===== src/sv/rcwm_pkg.sv =====
// ============================================================================
// rcwm_pkg: shared types and constants of the region checked word memory
// Operation and status codes, configuration register indexes, reset values
// and the command and status groups between the controller and datapath.
// ============================================================================
package rcwm_pkg;

  localparam int BYTE_W          = 8;
  localparam int WORD_W          = 32;
  localparam int LEN_W           = 13;
  localparam int NUM_CFG_REGIONS = 3;
  localparam int CFG_IDX_W       = 3;

  typedef logic [1:0] op_t;

  localparam op_t OP_READ  = 2'd0;
  localparam op_t OP_WRITE = 2'd1;
  localparam op_t OP_ALLOC = 2'd2;

  typedef logic [3:0] status_t;

  localparam status_t ST_OK             = 4'd0;
  localparam status_t ST_ALLOC_PAST     = 4'd1;
  localparam status_t ST_ALLOC_NONE     = 4'd2;
  localparam status_t ST_READ_DENIED    = 4'd3;
  localparam status_t ST_READ_UNMAPPED  = 4'd4;
  localparam status_t ST_WRITE_DENIED   = 4'd5;
  localparam status_t ST_WRITE_UNMAPPED = 4'd6;
  localparam status_t ST_CROSSES        = 4'd7;
  localparam status_t ST_FULL           = 4'd8;

  typedef logic [CFG_IDX_W-1:0] cfg_idx_t;

  localparam cfg_idx_t CFG_R0_BASE = 3'd0;
  localparam cfg_idx_t CFG_R0_LEN  = 3'd1;
  localparam cfg_idx_t CFG_R1_BASE = 3'd2;
  localparam cfg_idx_t CFG_R1_LEN  = 3'd3;
  localparam cfg_idx_t CFG_R2_BASE = 3'd4;
  localparam cfg_idx_t CFG_R2_LEN  = 3'd5;
  localparam cfg_idx_t CFG_LOCK    = 3'd6;

  localparam logic [WORD_W-1:0] RST_BASE0 = 32'h0040_0000;
  localparam logic [WORD_W-1:0] RST_BASE1 = 32'h1000_0000;
  localparam logic [WORD_W-1:0] RST_BASE2 = 32'h7FFF_F000;
  localparam logic [LEN_W-1:0]  RST_LEN   = 13'd4096;

  typedef struct packed {
    logic [NUM_CFG_REGIONS-1:0][WORD_W-1:0] base;
    logic [NUM_CFG_REGIONS-1:0][LEN_W-1:0]  len;
    logic                                   lock;
  } cfg_t;

  typedef struct packed {
    logic capture;
    logic decode;
    logic resolve;
    logic scan_clr;
    logic scan_step;
    logic exec;
    logic clear_step;
    logic load_out;
  } ctrl_t;

  typedef struct packed {
    logic clear_last;
    logic need_scan;
    logic scan_done;
  } stat_t;

endpackage


===== src/sv/rcwm_ctrl.sv =====
// ============================================================================
// rcwm_ctrl: sequencing controller
// Walks each word through decode, region resolve, for locked reads and writes
// a table scan, execute and result hand-off; zeroes memory after reset.
// ============================================================================
module rcwm_ctrl (
  input  logic            clk,
  input  logic            rst_n,
  input  logic            in_valid,
  output logic            in_ready,
  output logic            out_valid,
  input  logic            out_ready,
  input  rcwm_pkg::stat_t stat,
  output rcwm_pkg::ctrl_t cmd
);

  typedef enum logic [6:0] {
    S_CLEAR   = 7'b0000001,
    S_IDLE    = 7'b0000010,
    S_DECODE  = 7'b0000100,
    S_RESOLVE = 7'b0001000,
    S_SCAN    = 7'b0010000,
    S_EXEC    = 7'b0100000,
    S_FINISH  = 7'b1000000
  } state_t;

  state_t state_r, state_nxt;
  logic   out_valid_r, out_valid_nxt;

  always_comb begin
    state_nxt = state_r;
    cmd       = '0;
    case (state_r)
      S_CLEAR: begin
        cmd.clear_step = 1'b1;
        if (stat.clear_last) begin
          state_nxt = S_IDLE;
        end
      end
      S_IDLE: begin
        if (in_valid) begin
          cmd.capture = 1'b1;
          state_nxt   = S_DECODE;
        end
      end
      S_DECODE: begin
        cmd.decode = 1'b1;
        state_nxt  = S_RESOLVE;
      end
      S_RESOLVE: begin
        cmd.resolve  = 1'b1;
        cmd.scan_clr = 1'b1;
        state_nxt    = stat.need_scan ? S_SCAN : S_EXEC;
      end
      S_SCAN: begin
        cmd.scan_step = 1'b1;
        if (stat.scan_done) begin
          state_nxt = S_EXEC;
        end
      end
      S_EXEC: begin
        cmd.exec  = 1'b1;
        state_nxt = S_FINISH;
      end
      S_FINISH: begin
        // The result register must be empty or draining this cycle.
        if (!out_valid_r || out_ready) begin
          cmd.load_out = 1'b1;
          state_nxt    = S_IDLE;
        end
      end
      default: begin
        state_nxt = S_CLEAR;
      end
    endcase
  end

  assign out_valid_nxt = cmd.load_out | (out_valid_r & ~out_ready);

  always_ff @(posedge clk) begin
    if (!rst_n) begin
      state_r     <= S_CLEAR;
      out_valid_r <= 1'b0;
    end else begin
      state_r     <= state_nxt;
      out_valid_r <= out_valid_nxt;
    end
  end

  assign in_ready  = (state_r == S_IDLE);
  assign out_valid = out_valid_r;

  a_capture_to_decode: assert property (@(posedge clk) disable iff (!rst_n)
    in_valid && in_ready |=> state_r == S_DECODE)
    else $error("accepted word did not enter decode");

  a_clear_once: assert property (@(posedge clk) disable iff (!rst_n)
    state_r != S_CLEAR |=> state_r != S_CLEAR)
    else $error("clearing pass restarted outside reset");

  a_result_from_finish: assert property (@(posedge clk) disable iff (!rst_n)
    $rose(out_valid_r) |-> $past(state_r) == S_FINISH)
    else $error("result presented without finishing a word");

endmodule


===== config.mk =====
export PLATFORM = sky130hd
export DESIGN_NAME = rcwm_ctrl
export DESIGN_NICKNAME = d
export VERILOG_FILES = /design/src/sv/rcwm_pkg.sv /design/src/sv/rcwm_ctrl.sv
export SDC_FILE = /design/constraint.sdc
export NUM_CORES = 1
export LEC_CHECK = 0
export ABC_AREA = 1
export BUFFER_PORTS_ARGS = -buffer_cell sky130_fd_sc_hd__buf_2
export CAP_MARGIN = 30
export CORE_AREA = 2 2 39 41
export CTS_CLUSTER_DIAMETER = 80
export DETAILED_ROUTE_END_ITERATION = 10
export DIE_AREA = 0 0 41 43
export GPL_TIMING_DRIVEN = 0
export SYNTH_ARGS = -nofsm -noshare
export SYNTH_HDL_FRONTEND = slang
export SYNTH_SLANG_ARGS = --single-unit

===== constraint.sdc =====
create_clock -name clk -period 1.3 [get_ports clk]
set_clock_uncertainty 0.05 [all_clocks]
set_input_delay 0.195 -clock clk [delete_from_list [all_inputs] [get_ports clk]]
set_output_delay 0.195 -clock clk [all_outputs]
set_load 0.02 [all_outputs]

# ---- Word-level counts from Yosys, hierarchy flattened
# Cells that the tools add are included.
dict set report word_totals {
  reg_bits 8
}
dict set report op_classes {
  n_eq_ne 11
  muxes 15
  bitwise 3
  reduce_logical 3
}
# op n
set ops {}
lappend ops {{$pmux 7 s7} 1}
lappend ops {{$mux 7} 4}
lappend ops {{$mux 1} 8}
lappend ops {{$ne 2x2->1 const B} 4}
lappend ops {{$eq 7x1->1 const B} 1}
lappend ops {{$eq 7x2->1 const B} 1}
lappend ops {{$eq 7x3->1 const B} 1}
lappend ops {{$eq 7x4->1 const B} 1}
lappend ops {{$eq 7x5->1 const B} 1}
lappend ops {{$eq 7x6->1 const B} 1}
lappend ops {{$eq 7x7->1 const B} 1}
lappend ops {{$mux 6} 1}
lappend ops {{$reduce_and 4->1} 1}
lappend ops {{$mux 2} 1}
lappend ops {{$and 1x1->1} 1}
lappend ops {{$logic_not 1->1} 1}
lappend ops {{$logic_or 1x1->1} 1}
lappend ops {{$not 1->1} 1}
lappend ops {{$or 1x1->1} 1}

# ---- Longest topological paths before layout
# Gate-level depths: netlist (run 1).
dict set report depth {
  depth_word 5
  mapped_depth 9
}

# ---- Worst setup path before layout (run 1)
# OpenSTA, ideal clock, no wires.
dict set report synth_timing {
  path_kind {flip-flop to output port}
  startpoint {register state_r[4]}
  endpoint {output port cmd[5] (netlist name)}
  t_arrival_ns 1.023
  t_required_ns 1.055
  path_slack_ns 0.032
  path_stages_with_launch 7
  path_cell_list {dfxtp_1 inv_2 nand2_4 nor2_4 nand4_2 inv_1 buf_4}
}
# item line
set synth_lines {}
lappend synth_lines {{start: declaration} rcwm_ctrl.sv:27} ;# state_t state_r, state_nxt;
lappend synth_lines {{start signal: assignment} rcwm_ctrl.sv:85} ;# state_r <= state_nxt;
lappend synth_lines {{end: declaration} rcwm_ctrl.sv:14} ;# output rcwm_pkg::ctrl_t cmd

==> qor.yml, run 1 <==
p_leak_nw: 0.470
cts_buffers: 3
grt_overflow_total: 0
drt_iter0_drc: 2
layout_common_cells: "18 x buf_4, 12 x nand2_1, 10 x inv_2"
drt-total-wl_mm: 1.36
htreeDepth: 1
drc_errors: 0
finalSetupViolCount: 12
maxCapViolations: 0
layout-area-overhead-vs-synth_pct: 64.2
timing.final.ws_setup_ns: -0.211
fin_tns_setup_ns: -1.64
dp_slack_ns: -0.00985
cp_data_required_time_ns: 1.05
nFillCells: 130
placed_cells: 109
synth_top_area_frac: 0.311
cts.sinks: 8
antenna_found_initial: 0
finalInstanceArea_um2: 845
endpoint_kind: "output port"
whs_ns: 0.145
period_share: 1.16
path_clk_slew_ns: 0.06
status: "complete, but fails checks"
clock_path_buffers: 2
synth_area_leaders: "dfxtp_1 31%, nand2_1 9.5%, inv_1 8.8%"
synth_seq_area_share: 0.311
finalNonFillerCells: 127
mostFrequentLayoutCell: "buf_4"
rsz0062_at_grt: "true"
insertion_delay_ns: 0.26
place_area_um2: 614
synth_fp_nets: 84
avgSynthCellArea_um2: 6.68
io_pins: 17
wl_per_cell_um: 10.7
initial_core_util: 0.372
drive_gt1_frac: 0.622
fp.dieW_um: 41
peakVddDrop_mv: 0.506
nets: 120
violations: "negative setup slack"
crit_fanout: 5
final_hold_viol_count: 0
slew_headroom: 0.850
netlist_instances: 77
grt_start_max_net_pins: 7
synth.largest_area_cell: "dfxtp_1"
n_antenna_cell: 0
final_util: 0.610
design.core.area_um2: 1380
path_class: "reg -> out"
hold_buffers: 0
start_kind: "flop"
cts-root-buf: "clkbuf_4"
design.die.area_um2: 1760
grt_pass1_vias: 529
track_usage: 0.179
grt_first_pass_wirelength_mm: 2.03
worst_slew_pin_slew_ns: 0.224
vias: 577
routabilityCongestion: 0.840
first_pass_iters: 2
cp.arrival_ns: 1.27
maxSlewViolCount: 0
total_power_mw: 0.828
tritoncts: "yes"
fmax_mhz: 662
io_buffers: 16
yosysUniqueCellTypes: 19
multiInputGateArea_um2: 313
row_count: 14
synth_area_um2: 514
yosysWarnings: 0
min_path_type: "in -> reg"
viasPerCell: 4.54
power_density_nw_per_um2: 980
die_y_um: 43
final.min_clock_period_ns: 1.51
ant_nets: 0
dp_hpwl_um: 854
yosys_register_bits: 8
seqCellArea_um2: 168
## worst paths after layout
| check | from | endpoint | slack, ns | cells past startpoint |
|---|---|---|---|---|
| min | stat[1] | state_r[4] | 0.15 | 3 |
| max reg2reg | state_r[6] | state_r[1] | -0.14 | 9 |
| min reg2reg | state_r[1] | state_r[1] | 0.48 | 2 |
| max | state_r[4] | cmd[6] | -0.21 | 6 |
## power by group
group / switching [mW] / leakage (nW) / internal [mW]
Sequential: 0.0164 / 0.0670 / 0.271
Clock: 0.0907 / 0.0138 / 0.106
Combinational: 0.203 / 0.389 / 0.140
Total: 0.310 / 0.470 / 0.518
## metal layers
metal / GRT usage / vias up / routed length, um
li1: - / 302 / -
met1: 0.186 / 256 / 551
met2: 0.266 / 15 / 711
met3: 0.0576 / 4 / 57
met4: 0.160 / 0 / 38
met5: 0 / - / 0
## layout make-up
type / count / area share
Clock buffer: 3 / 0.0267
Multi-Input combinational cell: 49 / 0.370
Buffer: 1 / 0.0133
Sequential cell: 8 / 0.199
Timing Repair Buffer: 32 / 0.287
Inverter: 18 / 0.0800
Tap cell: 16 / 0.0237
## cell families after synthesis
group / synth area share
compound gates: 0.0438
buf+inv: 0.161
flops: 0.311
simple gates: 0.484
## cells in the mapped netlist
cell type / n
nand4_2: 1
a21oi_1: 2
nand4_1: 2
nand3b_1: 1
inv_2: 6
nor3_1: 1
buf_4: 2
nand3_1: 6
nand2_4: 2
o21ai_1: 1
nor3_2: 1
dfxtp_1: 8
nand2_2: 1
nor2_2: 3
inv_1: 12
nor2_1: 11
o21bai_1: 1
nor2_4: 3
nand2_1: 13
## flip-flops by register name, indices dropped and copies added, names as in the netlist
name,flops
state_r,7
out_valid,1
## critical path: stages, from the launching register on
cell     delay (ns)
dfxtp_2        0.33
inv_2          0.07
nand2_4        0.05
nor2_4         0.15
nand4_1        0.18
inv_1          0.11
buf_6          0.12
## timing repair
action	in CTS	in global routing
gates resized for setup	19	16
setup buffers	12	5
setup endpoints to repair	9	13
pin swaps	7	8
cloned	0	0
Power figures use the tool's default switching activity.
==> inputs of run 2 (changes only) <==
==> constraint.sdc (replaced) <==
create_clock -name clk -period 1.3 [get_ports clk]
set_clock_uncertainty 0.05 [all_clocks]
set_input_delay 0.065 -clock clk [delete_from_list [all_inputs] [get_ports clk]]
set_output_delay 0.065 -clock clk [all_outputs]
set_load 0.02 [all_outputs]
==> run 2 against run 1 <==
The flow still finishes with violations (negative setup slack). Count of clock-buffer cells in the layout stayed put. Clock power increased by 3%. Die area is the same. Non-clock buffer count shrank 3. Sequential share of layout area is 0.45 points higher. Setup slack gained 0.11 ns. First-iteration DRC count stayed put. Sequential power about the same. Sequential cell count unchanged. Largest power group unchanged.
==> qor.yml, run 2 (synthesis gave the netlist of run 1 again) <==
status: "complete, but fails checks"
violations: "negative setup slack"
wl_per_cell_um: 10.4  # -2.8%
clock_path_buffers: 2  # unchanged
ant_nets: 0  # unchanged
grt_start_max_net_pins: 7  # unchanged
routabilityCongestion: 0.840  # unchanged
layout_common_cells: "15 x buf_4, 12 x nand2_1, 10 x inv_2"
power.switching_mw: 0.316  # +2.1%
seqCellArea_um2: 168  # unchanged
drc_errors: 0  # unchanged
drive_gt1_frac: 0.602  # -0.0198
power_density_nw_per_um2: 1030  # +5.1%
min_path_type: "in -> reg"
slew_headroom: 0.862  # +0.0119
grt_pass1_vias: 510  # -3.6%
path_class: "reg -> out"
cts_buffers: 3  # unchanged
cts-root-buf: "clkbuf_4"
start_kind: "flop"
nets: 117  # -2.5%
grt_first_pass_wirelength_mm: 1.93  # -4.7%
rsz0062_at_grt: "true"
path_clk_slew_ns: 0.06  # about the same
total_power_mw: 0.851  # +2.8%
period_share: 1.08  # -0.0835
cp_data_required_time_ns: 1.19  # +0.14 ns
finalSetupViolCount: 10  # -2
met3_wirelength_um: 60  # +5.3%
sw_frac_of_total: 0.372  # -0.00251
power_frac_clock: 0.239  # about the same
m1WireLength_um: 547  # -0.73%
largest-register: "state_r"
antenna_found_initial: 0  # unchanged
p_leak_nw: 0.460  # -2.1%
cts.sinks: 8  # unchanged
crit_chain: "inv_2 -> nand2_4 -> nor2_4 -> nand4_1 -> inv_1 -> buf_6"
fin_tns_setup_ns: -0.436  # +1.21 ns
htreeDepth: 1  # unchanged
io_buffers: 16  # unchanged
slowest_stage: "dfxtp_2"
finalInstanceArea_um2: 826  # -2.2%
io_pins: 17  # unchanged
tritoncts: "yes"
layout-area-overhead-vs-synth_pct: 60.6
highest_layer: "met4"
routed-wl-met2_um: 642  # -9.7%
fp.dieW_um: 41  # unchanged
design.core.area_um2: 1380  # unchanged
drt-total-wl_mm: 1.29  # -5.1%
multiInputGateArea_um2: 317  # +1.2%
design.die.area_um2: 1760  # unchanged
fmax_mhz: 713  # +7.7%
crit_buf_inv: 3  # unchanged
die_y_um: 43  # unchanged
row_count: 14  # unchanged
viasPerCell: 4.62  # +1.7%
track_usage: 0.171  # -0.00807
mostFrequentLayoutCell: "buf_4"
place_area_um2: 614  # unchanged
vias: 573  # -0.69%
n_antenna_cell: 0  # unchanged
maxCapViolations: 0  # unchanged
whs_ns: 0.00616  # -0.139 ns
initial_core_util: 0.372  # unchanged
largest_reg_flops: 7  # unchanged
final.min_clock_period_ns: 1.40  # -0.109 ns
crit_fanout: 5  # unchanged
endpoint_kind: "output port"
maxSlewViolCount: 0  # unchanged
timing.final.ws_setup_ns: -0.102  # +0.109 ns
nFillCells: 132  # +1.5%
peakVddDrop_mv: 0.501  # -1.0%
hold_buffers: 0  # unchanged
final_util: 0.597  # -0.0136
drt_iter0_drc: 2  # unchanged
seqPwrFrac: 0.338  # -0.010
grt_overflow_total: 0  # unchanged
first_pass_iters: 4  # +2
p_int_mw: 0.534  # +3.2%
cp_top_family: "simple AND/OR/NAND/NOR gates"
final_hold_viol_count: 0  # unchanged
insertion_delay_ns: 0.26  # about the same
cp.arrival_ns: 1.29  # +0.02 ns
max_stage_delay_ns: 0.33  # about the same
p_comb_frac: 0.423  # +0.008
worst_slew_pin_slew_ns: 0.206  # -0.0178 ns
dp_hpwl_um: 854  # unchanged
## run 2: changes by cell type in the layout (fill, tap and decap cells not counted), sizes merged
cell	previous run	this run
buf	33	30
## run 2: area by class of cell
class	instances	share of cell area
buffer	1	0.0136
inverter	18	0.0818
multi-input combinational	49	0.383
clock buffer	3	0.0273
tap	16	0.0242
timing repair buffer	29	0.267
sequential	8	0.203
## run 2: through the flow
stage	instances	worst slack, ns
3_5_place_dp	109	0.107
5_1_grt	124	-0.172
3_3_place_gp	109	0.106
4_1_cts	122	-0.0831
6_report	124	-0.102
2_1_floorplan	77	0.102
## run 2: repair_timing
item,4_1_cts,5_1_grt
buffers inserted,11,3
pin swaps,7,9
endpoints found under the setup margin,8,13
hold endpoints to repair,0,0
resized for setup,16,18
## run 2: final timing paths
| check | start | endpoint | slack (ns) | cells past startpoint |
|---|---|---|---|---|
| worst min-delay path | stat[1] | state_r[4] | 0.006 | 3 |
| worst max-delay path | state_r[4] | cmd[6] | -0.10 | 6 |
| worst min register to register | state_r[1] | state_r[1] | 0.48 | 2 |
| worst max register to register | state_r[5] | state_r[1] | -0.03 | 10 |
## run 2: power by group through the flow
| stage | Combinational, mW | Clock [mW] | Sequential (mW) |
|---|---|---|---|
| 5_1_grt | 0.396 | 0.219 | 0.290 |
| 6_report | 0.360 | 0.203 | 0.288 |
| 4_1_cts | 0.274 | 0.202 | 0.281 |
| 3_5_place_dp | 0.260 | 0 | 0.286 |
| 3_3_place_gp | 0.258 | 0 | 0.287 |
| 2_1_floorplan | 0.200 | 0 | 0.284 |
## run 2: routing by layer
layer / vias to the layer above / global-route usage
met1: 261 / 0.186
met2: 12 / 0.241
met3: 4 / 0.0576
met5: - / 0
met4: 0 / 0.160
li1: 296 / -
## run 2: worst register-to-register path: stages, from the launching register on
cell     delay (ns)
dfxtp_2        0.33
inv_2          0.05
buf_4          0.14
nand2_1        0.07
nor2_2         0.05
nand3_1        0.12
nand2_1        0.07
nor2_2         0.17
nand2_1        0.07
nand2_1        0.08
nor2_2         0.04
